### src/rtl/gcpp_pkg.sv
// ----------------------------------------------------------------------------
// gcpp_pkg: shared definitions for the closest prime pair unit
// Widths, limits and the sequencer state type used by the interfaces and
// by the top level.
// ----------------------------------------------------------------------------
package gcpp_pkg;

	// Width of the number to split and of each prime in the result.
	localparam int TGT_W = 14;

	// Exclusive upper bound on the number to split.
	localparam int VALUE_LIMIT = 16384;

	// Trial divisor: it runs up to the first d with d*d above the candidate.
	localparam int DIV_W = TGT_W / 2 + 1;
	localparam int SQ_W  = 2 * DIV_W;
	// Partial remainder of the shift-subtract step holds up to 2d - 1.
	localparam int REM_W = DIV_W + 1;
	// Counts the bits of the candidate fed into the divider.
	localparam int CNT_W = $clog2(TGT_W);

	typedef logic [TGT_W-1:0] value_t;

	typedef enum logic [1:0] {
		ST_IDLE,
		ST_CHECK,
		ST_DIV,
		ST_FINISH
	} state_t;

endpackage

### src/rtl/gcpp_query_if.sv
// ----------------------------------------------------------------------------
// gcpp_query_if: request channel of the closest prime pair unit
// Carries the number to be split, with a valid and ready handshake.
// ----------------------------------------------------------------------------
interface gcpp_query_if;
	logic            valid;
	logic            ready;
	gcpp_pkg::value_t target;

	modport source (output valid, output target, input ready);
	modport sink   (input valid, input target, output ready);
endinterface

### src/rtl/gcpp_result_if.sv
// ----------------------------------------------------------------------------
// gcpp_result_if: response channel of the closest prime pair unit
// Carries the prime pair and its found flag, with a valid and ready handshake.
// ----------------------------------------------------------------------------
interface gcpp_result_if;
	logic             valid;
	logic             ready;
	gcpp_pkg::value_t smaller_prime;
	gcpp_pkg::value_t larger_prime;
	logic             found;

	modport source (output valid, output smaller_prime, output larger_prime,
		output found, input ready);
	modport sink   (input valid, input smaller_prime, input larger_prime,
		input found, output ready);
endinterface

### src/rtl/goldbach_closest_prime_pair_unit.sv
// ----------------------------------------------------------------------------
// goldbach_closest_prime_pair_unit: closest Goldbach prime pair finder
// Splits n into primes p <= q with p + q = n and the smallest q - p.
// ----------------------------------------------------------------------------
// Usage: a word on the query channel carries n. The unit scans p downward
// from n/2 and tests p, then n - p, for primality by trial division. The
// first p for which both are prime gives the answer on the result channel.
// If there is no pair (n below 4, or no p qualifies) the word carries zeros
// with found low.
// Timing: one query is worked on at a time and query.ready is high only
// while the sequencer is idle. Each trial divisor takes a pass through the
// check state and then through the shared remainder unit, which takes one
// bit of the candidate per cycle; a query repeats this for every divisor of
// every candidate tried. After the last test the sequencer moves to the
// finish state, which loads the output register as soon as it is free.
// Stalls: the result sits in an output register; a new query is taken as
// soon as that register has been loaded, even while the receiver stalls.
// A second finished answer waits in the sequencer until the register frees.
// Reset: arst_n clears the sequencer and the output valid flag at once.
// ----------------------------------------------------------------------------
module goldbach_closest_prime_pair_unit (
	input  logic                  clk,
	input  logic                  arst_n,
	gcpp_query_if.sink            query,
	gcpp_result_if.source         result
);

	gcpp_pkg::state_t state_q, state_d;

	gcpp_pkg::value_t                 n_q;
	gcpp_pkg::value_t                 p_q;
	gcpp_pkg::value_t                 c_q;
	logic                             is_q_q;
	logic                             found_q;
	logic [gcpp_pkg::DIV_W-1:0]       d_q;
	logic [gcpp_pkg::SQ_W-1:0]        sq_q;
	logic [gcpp_pkg::REM_W-1:0]       rem_q;
	logic [gcpp_pkg::CNT_W-1:0]       cnt_q;

	gcpp_pkg::value_t                 smaller_q;
	gcpp_pkg::value_t                 larger_q;
	logic                             out_found_q;
	logic                             out_valid_q;

	logic                             accept;
	logic                             too_small;
	logic                             prime_done;
	logic                             div_last;
	logic                             load_out;
	logic [gcpp_pkg::CNT_W-1:0]       bit_idx;
	logic [gcpp_pkg::REM_W-1:0]       r_shift;
	logic [gcpp_pkg::REM_W-1:0]       r_next;
	logic [gcpp_pkg::REM_W-1:0]       d_ext;

	assign query.ready = (state_q == gcpp_pkg::ST_IDLE);
	assign accept      = query.valid && query.ready;
	assign too_small   = (query.target < gcpp_pkg::TGT_W'(4))
		|| (32'(query.target) >= 32'(gcpp_pkg::VALUE_LIMIT));

	// All trial divisors up to the square root have been tried.
	assign prime_done  = sq_q > gcpp_pkg::SQ_W'(c_q);

	// Shared remainder unit: one bit of the candidate per cycle, MSB first.
	assign bit_idx  = gcpp_pkg::CNT_W'(gcpp_pkg::TGT_W - 1) - cnt_q;
	assign d_ext    = gcpp_pkg::REM_W'(d_q);
	assign r_shift  = {rem_q[gcpp_pkg::REM_W-2:0], c_q[bit_idx]};
	assign r_next   = (r_shift >= d_ext) ? (r_shift - d_ext) : r_shift;
	assign div_last = (cnt_q == gcpp_pkg::CNT_W'(gcpp_pkg::TGT_W - 1));

	assign load_out = (state_q == gcpp_pkg::ST_FINISH) && (!out_valid_q || result.ready);

	always_ff @(posedge clk or negedge arst_n) begin
		if (!arst_n) begin
			state_q <= gcpp_pkg::ST_IDLE;
		end else begin
			state_q <= state_d;
		end
	end

	always_comb begin
		state_d = state_q;
		case (state_q)
			gcpp_pkg::ST_IDLE: begin
				if (accept) begin
					state_d = too_small ? gcpp_pkg::ST_FINISH : gcpp_pkg::ST_CHECK;
				end
			end
			gcpp_pkg::ST_CHECK: begin
				if (!prime_done) begin
					state_d = gcpp_pkg::ST_DIV;
				end else if (is_q_q) begin
					state_d = gcpp_pkg::ST_FINISH;
				end
			end
			gcpp_pkg::ST_DIV: begin
				if (div_last) begin
					if (r_next == '0 && p_q == gcpp_pkg::TGT_W'(2)) begin
						state_d = gcpp_pkg::ST_FINISH;
					end else begin
						state_d = gcpp_pkg::ST_CHECK;
					end
				end
			end
			gcpp_pkg::ST_FINISH: begin
				if (load_out) begin
					state_d = gcpp_pkg::ST_IDLE;
				end
			end
			default: begin
				state_d = gcpp_pkg::ST_IDLE;
			end
		endcase
	end

	// Candidate and divider datapath.
	always_ff @(posedge clk) begin
		case (state_q)
			gcpp_pkg::ST_IDLE: begin
				if (accept) begin
					n_q     <= query.target;
					p_q     <= query.target >> 1;
					c_q     <= query.target >> 1;
					is_q_q  <= 1'b0;
					found_q <= 1'b0;
					d_q     <= gcpp_pkg::DIV_W'(2);
					sq_q    <= gcpp_pkg::SQ_W'(4);
				end
			end
			gcpp_pkg::ST_CHECK: begin
				if (prime_done) begin
					if (!is_q_q) begin
						// p is prime, so go on to test its partner n - p.
						c_q    <= n_q - p_q;
						is_q_q <= 1'b1;
						d_q    <= gcpp_pkg::DIV_W'(2);
						sq_q   <= gcpp_pkg::SQ_W'(4);
					end else begin
						found_q <= 1'b1;
					end
				end else begin
					rem_q <= '0;
					cnt_q <= '0;
				end
			end
			gcpp_pkg::ST_DIV: begin
				rem_q <= r_next;
				cnt_q <= cnt_q + gcpp_pkg::CNT_W'(1);
				if (div_last) begin
					if (r_next == '0) begin
						// Composite: step down to the next smaller p.
						p_q    <= p_q - gcpp_pkg::TGT_W'(1);
						c_q    <= p_q - gcpp_pkg::TGT_W'(1);
						is_q_q <= 1'b0;
						d_q    <= gcpp_pkg::DIV_W'(2);
						sq_q   <= gcpp_pkg::SQ_W'(4);
					end else begin
						// (d + 1)^2 = d^2 + 2d + 1
						d_q  <= d_q + gcpp_pkg::DIV_W'(1);
						sq_q <= sq_q + gcpp_pkg::SQ_W'({d_q, 1'b1});
					end
				end
			end
			gcpp_pkg::ST_FINISH: begin
				if (load_out) begin
					smaller_q   <= found_q ? p_q : '0;
					larger_q    <= found_q ? (n_q - p_q) : '0;
					out_found_q <= found_q;
				end
			end
			default: begin
			end
		endcase
	end

	always_ff @(posedge clk or negedge arst_n) begin
		if (!arst_n) begin
			out_valid_q <= 1'b0;
		end else if (load_out) begin
			out_valid_q <= 1'b1;
		end else if (result.ready) begin
			out_valid_q <= 1'b0;
		end
	end

	assign result.valid         = out_valid_q;
	assign result.smaller_prime = smaller_q;
	assign result.larger_prime  = larger_q;
	assign result.found         = out_found_q;

	// The running square must track the trial divisor.
	a_square_tracks: assert property (@(posedge clk) disable iff (!arst_n)
		(state_q == gcpp_pkg::ST_CHECK) |->
			(32'(sq_q) == 32'(d_q) * 32'(d_q)))
		else $error("running square does not match the trial divisor");

	// The partial remainder stays below the divisor throughout a division.
	a_rem_bound: assert property (@(posedge clk) disable iff (!arst_n)
		(state_q == gcpp_pkg::ST_DIV) |-> (rem_q < d_ext))
		else $error("partial remainder reached the divisor");

	// A found pair is ordered and its smaller member is at least two.
	a_pair_order: assert property (@(posedge clk) disable iff (!arst_n)
		(result.valid && result.found) |->
			(result.smaller_prime <= result.larger_prime
			&& result.smaller_prime >= gcpp_pkg::TGT_W'(2)))
		else $error("found pair is out of order");

	// No pair means zero primes on the result word.
	a_none_zero: assert property (@(posedge clk) disable iff (!arst_n)
		(result.valid && !result.found) |->
			(result.smaller_prime == '0 && result.larger_prime == '0))
		else $error("no-pair result carries non-zero primes");

	// The output register is only loaded when it is free or being emptied.
	a_no_overwrite: assert property (@(posedge clk) disable iff (!arst_n)
		(out_valid_q && !result.ready) |=> ($stable(smaller_q) && $stable(larger_q)))
		else $error("stalled result word was overwritten");

endmodule

### src/flat_wrapper.sv
// flat-port wrapper written by rule: the top's interface ports become plain ports
module goldbach_closest_prime_pair_unit_flat 
  (clk, arst_n, query_valid, query_target, query_ready, result_valid, result_smaller_prime, result_larger_prime, result_found, result_ready);
  gcpp_query_if query_i ();
  gcpp_result_if result_i ();
  input  logic clk;
  input  logic arst_n;
  input wire logic [$bits(query_i.valid)-1:0] query_valid;
  input wire logic [$bits(query_i.target)-1:0] query_target;
  output wire logic [$bits(query_i.ready)-1:0] query_ready;
  output wire logic [$bits(result_i.valid)-1:0] result_valid;
  output wire logic [$bits(result_i.smaller_prime)-1:0] result_smaller_prime;
  output wire logic [$bits(result_i.larger_prime)-1:0] result_larger_prime;
  output wire logic [$bits(result_i.found)-1:0] result_found;
  input wire logic [$bits(result_i.ready)-1:0] result_ready;
  assign query_i.valid = query_valid;
  assign query_i.target = query_target;
  assign query_ready = query_i.ready;
  assign result_valid = result_i.valid;
  assign result_smaller_prime = result_i.smaller_prime;
  assign result_larger_prime = result_i.larger_prime;
  assign result_found = result_i.found;
  assign result_i.ready = result_ready;
  goldbach_closest_prime_pair_unit u_core (.clk(clk), .arst_n(arst_n), .query(query_i), .result(result_i));
endmodule
### config.mk
export PLATFORM = sky130hd
export DESIGN_NAME = goldbach_closest_prime_pair_unit_flat
export DESIGN_NICKNAME = d
export VERILOG_FILES = /design/src/rtl/gcpp_pkg.sv /design/src/rtl/gcpp_query_if.sv /design/src/rtl/gcpp_result_if.sv /design/src/rtl/goldbach_closest_prime_pair_unit.sv /design/src/flat_wrapper.sv
export SDC_FILE = /design/constraint.sdc
export NUM_CORES = 1
export LEC_CHECK = 0
export BUFFER_PORTS_ARGS = -buffer_cell sky130_fd_sc_hd__buf_2
export CORE_ASPECT_RATIO = 1.25
export CORE_UTILIZATION = 30
export DETAILED_ROUTE_END_ITERATION = 6
export GPL_TIMING_DRIVEN = 0
export HOLD_SLACK_MARGIN = 0.05
export SLEW_MARGIN = 30
export SYNTH_ARGS = -nofsm -noshare
export SYNTH_HDL_FRONTEND = slang
export SYNTH_SLANG_ARGS = --single-unit
### constraint.sdc
create_clock -name clk -period 11.2 [get_ports clk]
set_input_delay 1.12 -clock clk [delete_from_list [all_inputs] [get_ports clk]]
set_output_delay 1.12 -clock clk [all_outputs]
set_load 0.02 [all_outputs]
==> impl_metrics.yaml, run 1 <==
route:
  ant_nets: 0
  wire_per_inst_um: 17.3
  totalWireLength_um: 18100
  viasPerCell: 5.20
  num_vias: 5422
  dr.pass1.iters: 4
  drt_iter0_drc: 307
  remaining_drc_errors: 0
synth:
  ys.flop_type: "edfxtp_1"
  syn_avg_cell_area_sq_um: 10.4
  async_flop_share_pct: 2.68
  synth_top_area_cell: "edfxtp_1"
  ys_warn_count: 0
  ys_ff_latch: 112
  syn_area_sq_um: 7160
  seq_area_frac_synth_pct: 46.7
  synth_edf_count: 109
  synth_cells: 686
  synthesis.nets: 762
  synth.distinct_cells: 76
  synth.area.top_cells: "edfxtp_1, ha_1, nor2_1"
  synth_top_area_share_pct: 45.7
finish:
  fin_cells: 1042
  final_area_sq_um: 8110
  area_growth_pct: 13.2
  final_common_cell: "edfxtp_1"
  drive_above_1_share_pct: 13.3
  layout_common_cells: "edfxtp_1, nor2_1, inv_1, ha_1, buf_2"
  diodes: 0
  fin_nets: 825
sta:
  fmax_mhz: 208
  slew_headroom_pct: 47.6
  setup_slack_ns: 6.40
  fin_crit_sh_pct: 42.9
  setup_violations: 0
  fin_skew_ns: 0.00877
  hold_violations: 0
  rsz0062_at_grt: "no"
  slew_violations: 0
  final_period_minus_worst_setup_slack_ns: 4.80
  worst_pin_slew_ns: 0.786
  tns_ns: 0
floorplanning:
  core.rowCount: 62
  core_area_sq_um: 23200
  ios: 49
  die_w_um: 140
  die_area_sq_um: 24500
  fp.dieH_um: 175
  initial_core_util_pct: 30.9
global_routing:
  grt_pass1_wl_um: 28200
  grt_busiest_layer: "met2"
  grt_use_met2_pct: 27.6
  grt_start_max_net_pins: 30
  grtUsageTotal_pct: 15.1
  grt_use_met3_pct: 3.01
  antenna_found_initial: 0
  met1_usage_pct: 17.0
  grt_pass1_vias: 5389
  overflow: 0
cts:
  cts_setup_buffers: 0
  cts_buffers: 9
  clockBufferDepth: 2
  h-tree-depth: 3
  cts_resized: 0
  tritoncts: "yes"
  path_clk_slew_ns: 0.07
  clockRootBuffer: "clkbuf_16"
  clk_latency_ns: 0.37
  cts_hold_buffers: 0
  cts_sinks: 112
hold_path:
  hold_class: "reg2reg"
power:
  power_density_nw_per_um2: 342
  power.leakage_uw: 0.00310
  vdd_ir_drop_max_v: 0.000113
  fin_total_pwr_uw: 2770
worst_setup_path:
  worstPathRequired_ns: 11.20
  reg2reg_slack_ns: 6.40
  critPathKind: "reg2reg"
  critPathMaxFanout: 14
  cp.arrival_ns: 4.80
  critPathLaunchType: "register"
  crit_start: "u_core.cnt_q[1]"
  timing.rr.end: "u_core.p_q[4]"
  regToRegStartpoint: "u_core.cnt_q[1]"
  crit_path_end: "u_core.p_q[4]"
  end_kind: "register"
  r2r_cells: 14
job:
  cap_violations: 0
run_status:
  outcome: "complete, no violations"
place:
  port_buffers: 48
  gp_congestion: 0.875
  preCtsSetupSlack_ns: 6.39
  place_inst: 1026
  hpwl_um: 13900
  postPlaceCellArea_sq_um: 7810
-- cells in the mapped netlist (all sizes together), types with 5 or more instances --
library cell,count
xor2,14
nor3,34
clkbuf,10
o211ai,6
o31ai,5
and2,17
nor4,8
inv,56
or4,7
nand3,27
nand2,30
a21o,12
nor2b,10
a31oi,6
nand4,6
a22oi,6
a211oi,5
edfxtp,109
o21ai,29
nor2,82
xnor2,28
ha,55
a21oi,41
o21a,8
o2111ai,5
buf,10
-- metal layers --
metal  share of wire, %  up-vias
met5                  0        -
met4                3.2        0
met3                2.8       36
met2                 52      103
met1                 42     2627
li1                   -     2656
-- power breakdown --
group / total, uW / internal, uW / switching, uW / leakage (uW)
registers: 872 / 741 / 130 / 0.00108
clock network: 335 / 175 / 160 / 0.000143
logic: 1560 / 584 / 981 / 0.00187
-- registers in the layout, summed over array words and instances, names as in the netlist, 4 cells and up --
signal	count
u_core.rem_q	8
u_core.n_q	14
u_core.c_q	14
u_core.p_q	14
u_core.result.larger_prime	14
u_core.result.smaller_prime	14
u_core.d_q	8
u_core.sq_q	16
u_core.cnt_q	4
-- per-stage QoR --
stage	hold slack (ns)	util, %
2_1_floorplan	0.560	-
3_3_place_gp	0.530	33.5
3_5_place_dp	0.535	33.7
4_1_cts	0.536	34.9
5_1_grt	0.529	34.9
6_report	0.536	34.9
-- cell families (layout without fill, tap and decap cells) --
kind of cell	Yosys count	in the layout	share of synthesized area, %
AND/OR/NAND/NOR	243	243	17.5
buffers and inverters	77	145	4.26
adder cells (fa/ha/maj)	58	58	10.4
XOR/XNOR	42	42	5.14
AO/OA/AOI/OAI	144	144	13.9
multiplexers	10	10	2.08
flip-flops	112	112	46.7
-- how the worst min path moves through the flow --
stage                     slack [ns]                  end  cells after the start                 from
after global placement          0.53  u_core.result.valid                      2  u_core.result.valid
after global routing            0.53    u_core.state_q[1]                      1               arst_n
after CTS                       0.54    u_core.state_q[1]                      1               arst_n
after detailed placement        0.53  u_core.result.valid                      2  u_core.result.valid
final                           0.54  u_core.result.valid                      2  u_core.result.valid
after floorplan                 0.56  u_core.result.found                      0       u_core.found_q
-- worst max-delay path, cell delays in order, from the launching register on --
cell and delay, ns:
edfxtp_1 0.55, ha_1 0.28, xor2_1 0.17, o311ai_0 0.42
o21ai_2 0.17, ha_1 0.23, fa_1 0.41, xnor2_1 0.20
or4_1 0.41, nor2_1 0.09, nor3_1 0.06, o32ai_1 0.28
o211a_4 0.32, buf_6 0.18, a32o_1 0.66
-- area by class of cell --
type | count | area [sq um]
Inverter | 57 | 214
Sequential cell | 112 | 3350
Clock buffer | 10 | 229
Multi-Input combinational cell | 497 | 3520
Fill cell | 2326 | 15100
Timing Repair Buffer | 52 | 270
Buffer | 20 | 91.3
Clock inverter | 6 | 68.8
Tap cell | 288 | 360
Note: power is estimated with default switching activity, not from simulation.
==> run 2: changes to the inputs <==
clock period = 4.89 ns   (was 11.2 ns; I/O delays follow)
==> run 2 against run 1 <==
Compared with the run above:
- sequential share of layout area down 0.16 points
- maximum frequency rose by 5.1%
- combinational power grew 130%
- count of clock-buffer cells in the layout shrank 1
- flip-flop and latch count is the same
- largest power group unchanged
==> impl_metrics.yaml, run 2 (same netlist as run 1, synthesis figures left out) <==
worst_setup_path:
  critPathMaxFanout: 14
  r2r_cells: 14
  regToRegStartpoint: "u_core.cnt_q[1]"
  cpMostUsedCell: "ha_1"
  crit_path_end: "u_core.p_q[1]"
  worstPathRequired_ns: 4.91
  slowest_delay_ns: 0.55
  cp.depth: 14
  slowest_stage: "edfxtp_1"
  critPathTopFamily: "compound AO/OA/AOI/OAI gates"
  critPathKind: "reg2reg"
  cp_num_buf_inv: 1
  cp_cell_sequence: "ha_1 -> xor2_1 -> o311ai_0 -> o21ai_2 -> ha_1 -> fa_1 -> xnor2_1 -> or4_1 -> nor2_1 -> nor3_1 -> o32ai_1 -> o211a_4 -> buf_6 -> a32o_2"
  critPathLaunchType: "register"
  crit_start: "u_core.cnt_q[1]"
  timing.rr.end: "u_core.p_q[1]"
  end_kind: "register"
  reg2reg_slack_ns: 0.32
  cp.arrival_ns: 4.59
finish:
  final_area_sq_um: 8140
  final_common_cell: "edfxtp_1"
  diodes: 0
  fin_util_pct: 35.1
  drive_above_1_share_pct: 13.4
  fin_nets: 826
  layout_common_cells: "edfxtp_1, nor2_1, inv_1, ha_1, buf_2"
  area_growth_pct: 13.6
  largest_register_ffs: 16
  top_register: "u_core.sq_q"
sta:
  setup_violations: 0
  hold_ws_ns: 0.315
  hold_violations: 0
  rsz0062_at_grt: "no"
  final_period_minus_worst_setup_slack_ns: 4.57
  tns_ns: 0
  fin_skew_ns: 0.00924
  slew_violations: 0
  fin_crit_sh_pct: 93.4
  slew_headroom_pct: 42.4
  fmax_mhz: 219
  setup_slack_ns: 0.321
  worst_pin_slew_ns: 0.864
route:
  num_vias: 5355
  viasPerCell: 5.13
  remaining_drc_errors: 0
  dr.pass1.iters: 5
  wire_per_inst_um: 17.5
  ant_nets: 0
  drt_iter0_drc: 322
  totalWireLength_um: 18300
floorplanning:
  initial_core_util_pct: 30.9
  ios: 49
  core_area_sq_um: 23200
  fp.dieH_um: 175
  die_w_um: 140
  die_area_sq_um: 24500
  core.rowCount: 62
run_status:
  outcome: "complete, no violations"
cts:
  h-tree-depth: 3
  path_clk_slew_ns: 0.08
  cts_sinks: 112
  clockBufferDepth: 2
  tritoncts: "yes"
  clockRootBuffer: "clkbuf_16"
  cts_buffers: 9
  clk_latency_ns: 0.37
global_routing:
  overflow: 0
  grt_pass1_wl_um: 29000
  grt_start_max_net_pins: 20
  grtUsageTotal_pct: 15.4
  antenna_found_initial: 0
  grt_pass1_vias: 5450
power:
  power.leakage_uw: 0.00311
  vdd_ir_drop_max_v: 0.000273
  power_density_nw_per_um2: 782
hold_path:
  hold_class: "in2reg"
job:
  cap_violations: 0
place:
  hpwl_um: 14200
  port_buffers: 48
  gp_congestion: 0.841
  preCtsSetupSlack_ns: 0.110
  postPlaceCellArea_sq_um: 7850
==> run 2: timing repair <==
action                     CTS  global route
setup endpoints to repair    0            14
buffers inserted             0             0
hold buffers                 1             0
gates resized for setup      0             1
hold endpoints to repair     3             0
==> run 2: power breakdown <==
group	internal, uW	total [uW]	switching, uW
clock network	351	731	380
logic	1370	3620	2260
registers	1700	2010	311
==> run 2: per-layer routing <==
layer	share of wire (%)	GRT usage [%]	vias up
li1	-	-	2651
met3	2.6	1.73	28
met5	0	0	-
met4	2.7	6.96	0
met1	41	17.2	2591
met2	54	28.9	85
==> run 2: through the flow <==
stage | std cells | total power, uW
after floorplan | 686 | 4580
after global placement | 1022 | 5530
after detailed placement | 1026 | 5660
after CTS | 1043 | 6410
after global routing | 1043 | 6870
final | 1043 | 6360
==> run 2: worst min-delay path by stage <==
stage	start	cells past startpoint	to	slack (ns)
5_1_grt	query_target[0]	1	u_core.n_q[0]	0.31
4_1_cts	query_target[0]	1	u_core.n_q[0]	0.31
2_1_floorplan	arst_n	0	u_core.result.valid	0.19
3_5_place_dp	arst_n	1	u_core.result.valid	0.30
3_3_place_gp	arst_n	1	u_core.result.valid	0.29
6_report	query_target[0]	1	u_core.n_q[0]	0.32
==> run 2: final cells by class <==
type	instances	area, sq um
Sequential cell	112	3350
Tap cell	288	360
Fill cell	2329	15100
Buffer	20	91.3
Multi-Input combinational cell	497	3530
Timing Repair Buffer	53	312
Inverter	57	214
Clock buffer	9	225
Clock inverter	7	55.1
==> run 3: changes to the inputs <==
CORE_ASPECT_RATIO = 1.2   (was 1.25)
MAX_ROUTING_LAYER = met4   (was default)
==> run 3 against run 2 <==
Compared with the run above:
- non-clock buffer count decreased by 2
- final area rose by 0.46%
- die area is essentially flat
- first-iteration DRC count is 11% lower
- critical endpoint is now u_core.p_q[3]
- wire length is 1.4% lower
- final cell count up 2.4%
- global-route usage up 0.61 points
- sequential share of layout area fell by 0.19 points
- sequential power is essentially flat
- worst setup slack better by 0.046 ns
- count of clock-buffer cells in the layout unchanged
==> impl_metrics.yaml, run 3 (same netlist as run 1, synthesis figures left out) <==
finish:
  top_register: "u_core.sq_q"
  diodes: 0
  fill_cells: 2369
  final_common_cell: "edfxtp_1"
  fin_nets: 824
  area_growth_pct: 14.1
  layout_common_cells: "edfxtp_1, nor2_1, inv_1, ha_1, buf_2"
  fin_cells: 1068
  largest_register_ffs: 16
  fin_util_pct: 35.1
  drive_above_1_share_pct: 13.1
place:
  gp_congestion: 0.862
  place_inst: 1051
  port_buffers: 48
  hpwl_um: 14000
job:
  cap_violations: 0
worst_setup_path:
  critPathKind: "reg2reg"
  critPathLaunchType: "register"
  worstPathRequired_ns: 4.90
  critPathMaxFanout: 14
  reg2reg_slack_ns: 0.37
  cp.arrival_ns: 4.53
  end_kind: "register"
power:
  power.switching_uw: 2910
  vdd_ir_drop_max_v: 0.000276
  power_density_nw_per_um2: 783
  fin_total_pwr_uw: 6400
  power_frac_clock_pct: 12.6
  internal_power_uw: 3490
  switching_share_pct: 45.5
  pwr-share-comb_pct: 56.2
  power_frac_seq_pct: 31.3
  power.leakage_uw: 0.00312
sta:
  slew_headroom_pct: 47.2
  hold_ws_ns: 0.295
  hold_violations: 0
  fin_crit_sh_pct: 92.5
  worst_pin_slew_ns: 0.792
  fin_skew_ns: 0.0143
  setup_violations: 0
  rsz0062_at_grt: "no"
  final_period_minus_worst_setup_slack_ns: 4.52
  slew_violations: 0
  fmax_mhz: 221
cts:
  cts_buffers: 9
  clockBufferDepth: 2
  cts_setup_buffers: 0
  cts_sinks: 112
  h-tree-depth: 3
  clk_latency_ns: 0.36
  path_clk_slew_ns: 0.08
  clockRootBuffer: "clkbuf_16"
  tritoncts: "yes"
route:
  ant_nets: 0
  remaining_drc_errors: 0
  num_vias: 5378
  viasPerCell: 5.04
  drt_iter0_drc: 286
  totalWireLength_um: 18000
  wire_per_inst_um: 16.9
  dr.pass1.iters: 5
floorplanning:
  core.rowCount: 61
  fp.dieH_um: 171
  die_w_um: 143
  initial_core_util_pct: 30.8
  core_area_sq_um: 23300
  die_area_sq_um: 24500
  ios: 49
global_routing:
  grt_pass1_vias: 5478
  grt_start_max_net_pins: 30
  antenna_found_initial: 0
  overflow: 0
  grtUsageTotal_pct: 16.0
  grt_pass1_wl_um: 28800
run_status:
  outcome: "complete, no violations"
hold_path:
  hold_class: "in2reg"
-- run 3: cell types whose count changed in the layout (fill, tap and decap cells not counted), sizes merged --
cell	before	now
bufinv	0	2
inv	58	57
clkinv	3	4
buf	62	60
clkinvlp	3	1
-- run 3: layout make-up --
class	count	area, sq um	area share (%)
Multi-Input combinational cell	497	3530	43.2
Sequential cell	112	3350	41.0
Tap cell	315	394	4.82
Timing Repair Buffer	51	277	3.38
Clock buffer	9	225	2.76
Inverter	57	214	2.62
Clock inverter	7	93.8	1.15
Buffer	20	91.3	1.12
-- run 3: through the flow --
stage	setup WS, ns	TNS, ns	cell area, sq um
after floorplan	0.254	0	7170
after global placement	-0.702	-9.82	7800
after detailed placement	0.103	0	7840
after CTS	0.0820	0	8170
after global routing	0.109	0	8170
final	0.368	0	8170
-- run 3: worst paths after layout --
path | startpoint | endpoint | cells past startpoint
setup / recovery | u_core.cnt_q[1] | u_core.p_q[3] | 14
hold / removal | query_target[0] | u_core.n_q[0] | 1
setup reg to reg | u_core.cnt_q[1] | u_core.p_q[3] | 14
hold reg to reg | u_core.result.valid | u_core.result.valid | 2
max in group asynchronous | arst_n | u_core.result.valid | 2
min in group asynchronous | arst_n | u_core.state_q[1] | 2
-- run 3: power groups by stage --
stage               Clock, uW  Combinational, uW  Sequential, uW
floorplan                   0               2550            2030
global placement            0               3500            2040
detailed placement          0               3590            2030
CTS                       819               3610            2010
global route              848               4040            2060
finish                    806               3600            2000
-- run 3: critical path: stages, from the launching register on --
cell	delay, ns
edfxtp_1	0.54
ha_1	0.27
xor2_1	0.17
o311ai_0	0.43
o21ai_2	0.17
ha_1	0.23
fa_1	0.41
xnor2_1	0.20
or4_1	0.41
nor2_1	0.09
nor3_1	0.07
o32ai_1	0.26
o211a_4	0.32
buf_6	0.17
a32o_2	0.43
-- run 3: per-layer routing --
layer / GRT usage, % / up-vias / share of wire (%)
met5: - / - / 0
met4: 7.25 / 0 / 3.0
met3: 1.78 / 28 / 3.1
met2: 28.8 / 119 / 52
met1: 17.6 / 2572 / 41
li1: - / 2659 / -
-- run 3: repair_timing --
item / in CTS / in global routing
endpoints found under the setup margin: 0 / 14
hold endpoints to repair: 3 / 0
hold buffers: 1 / 0
gates resized for setup: 0 / 1
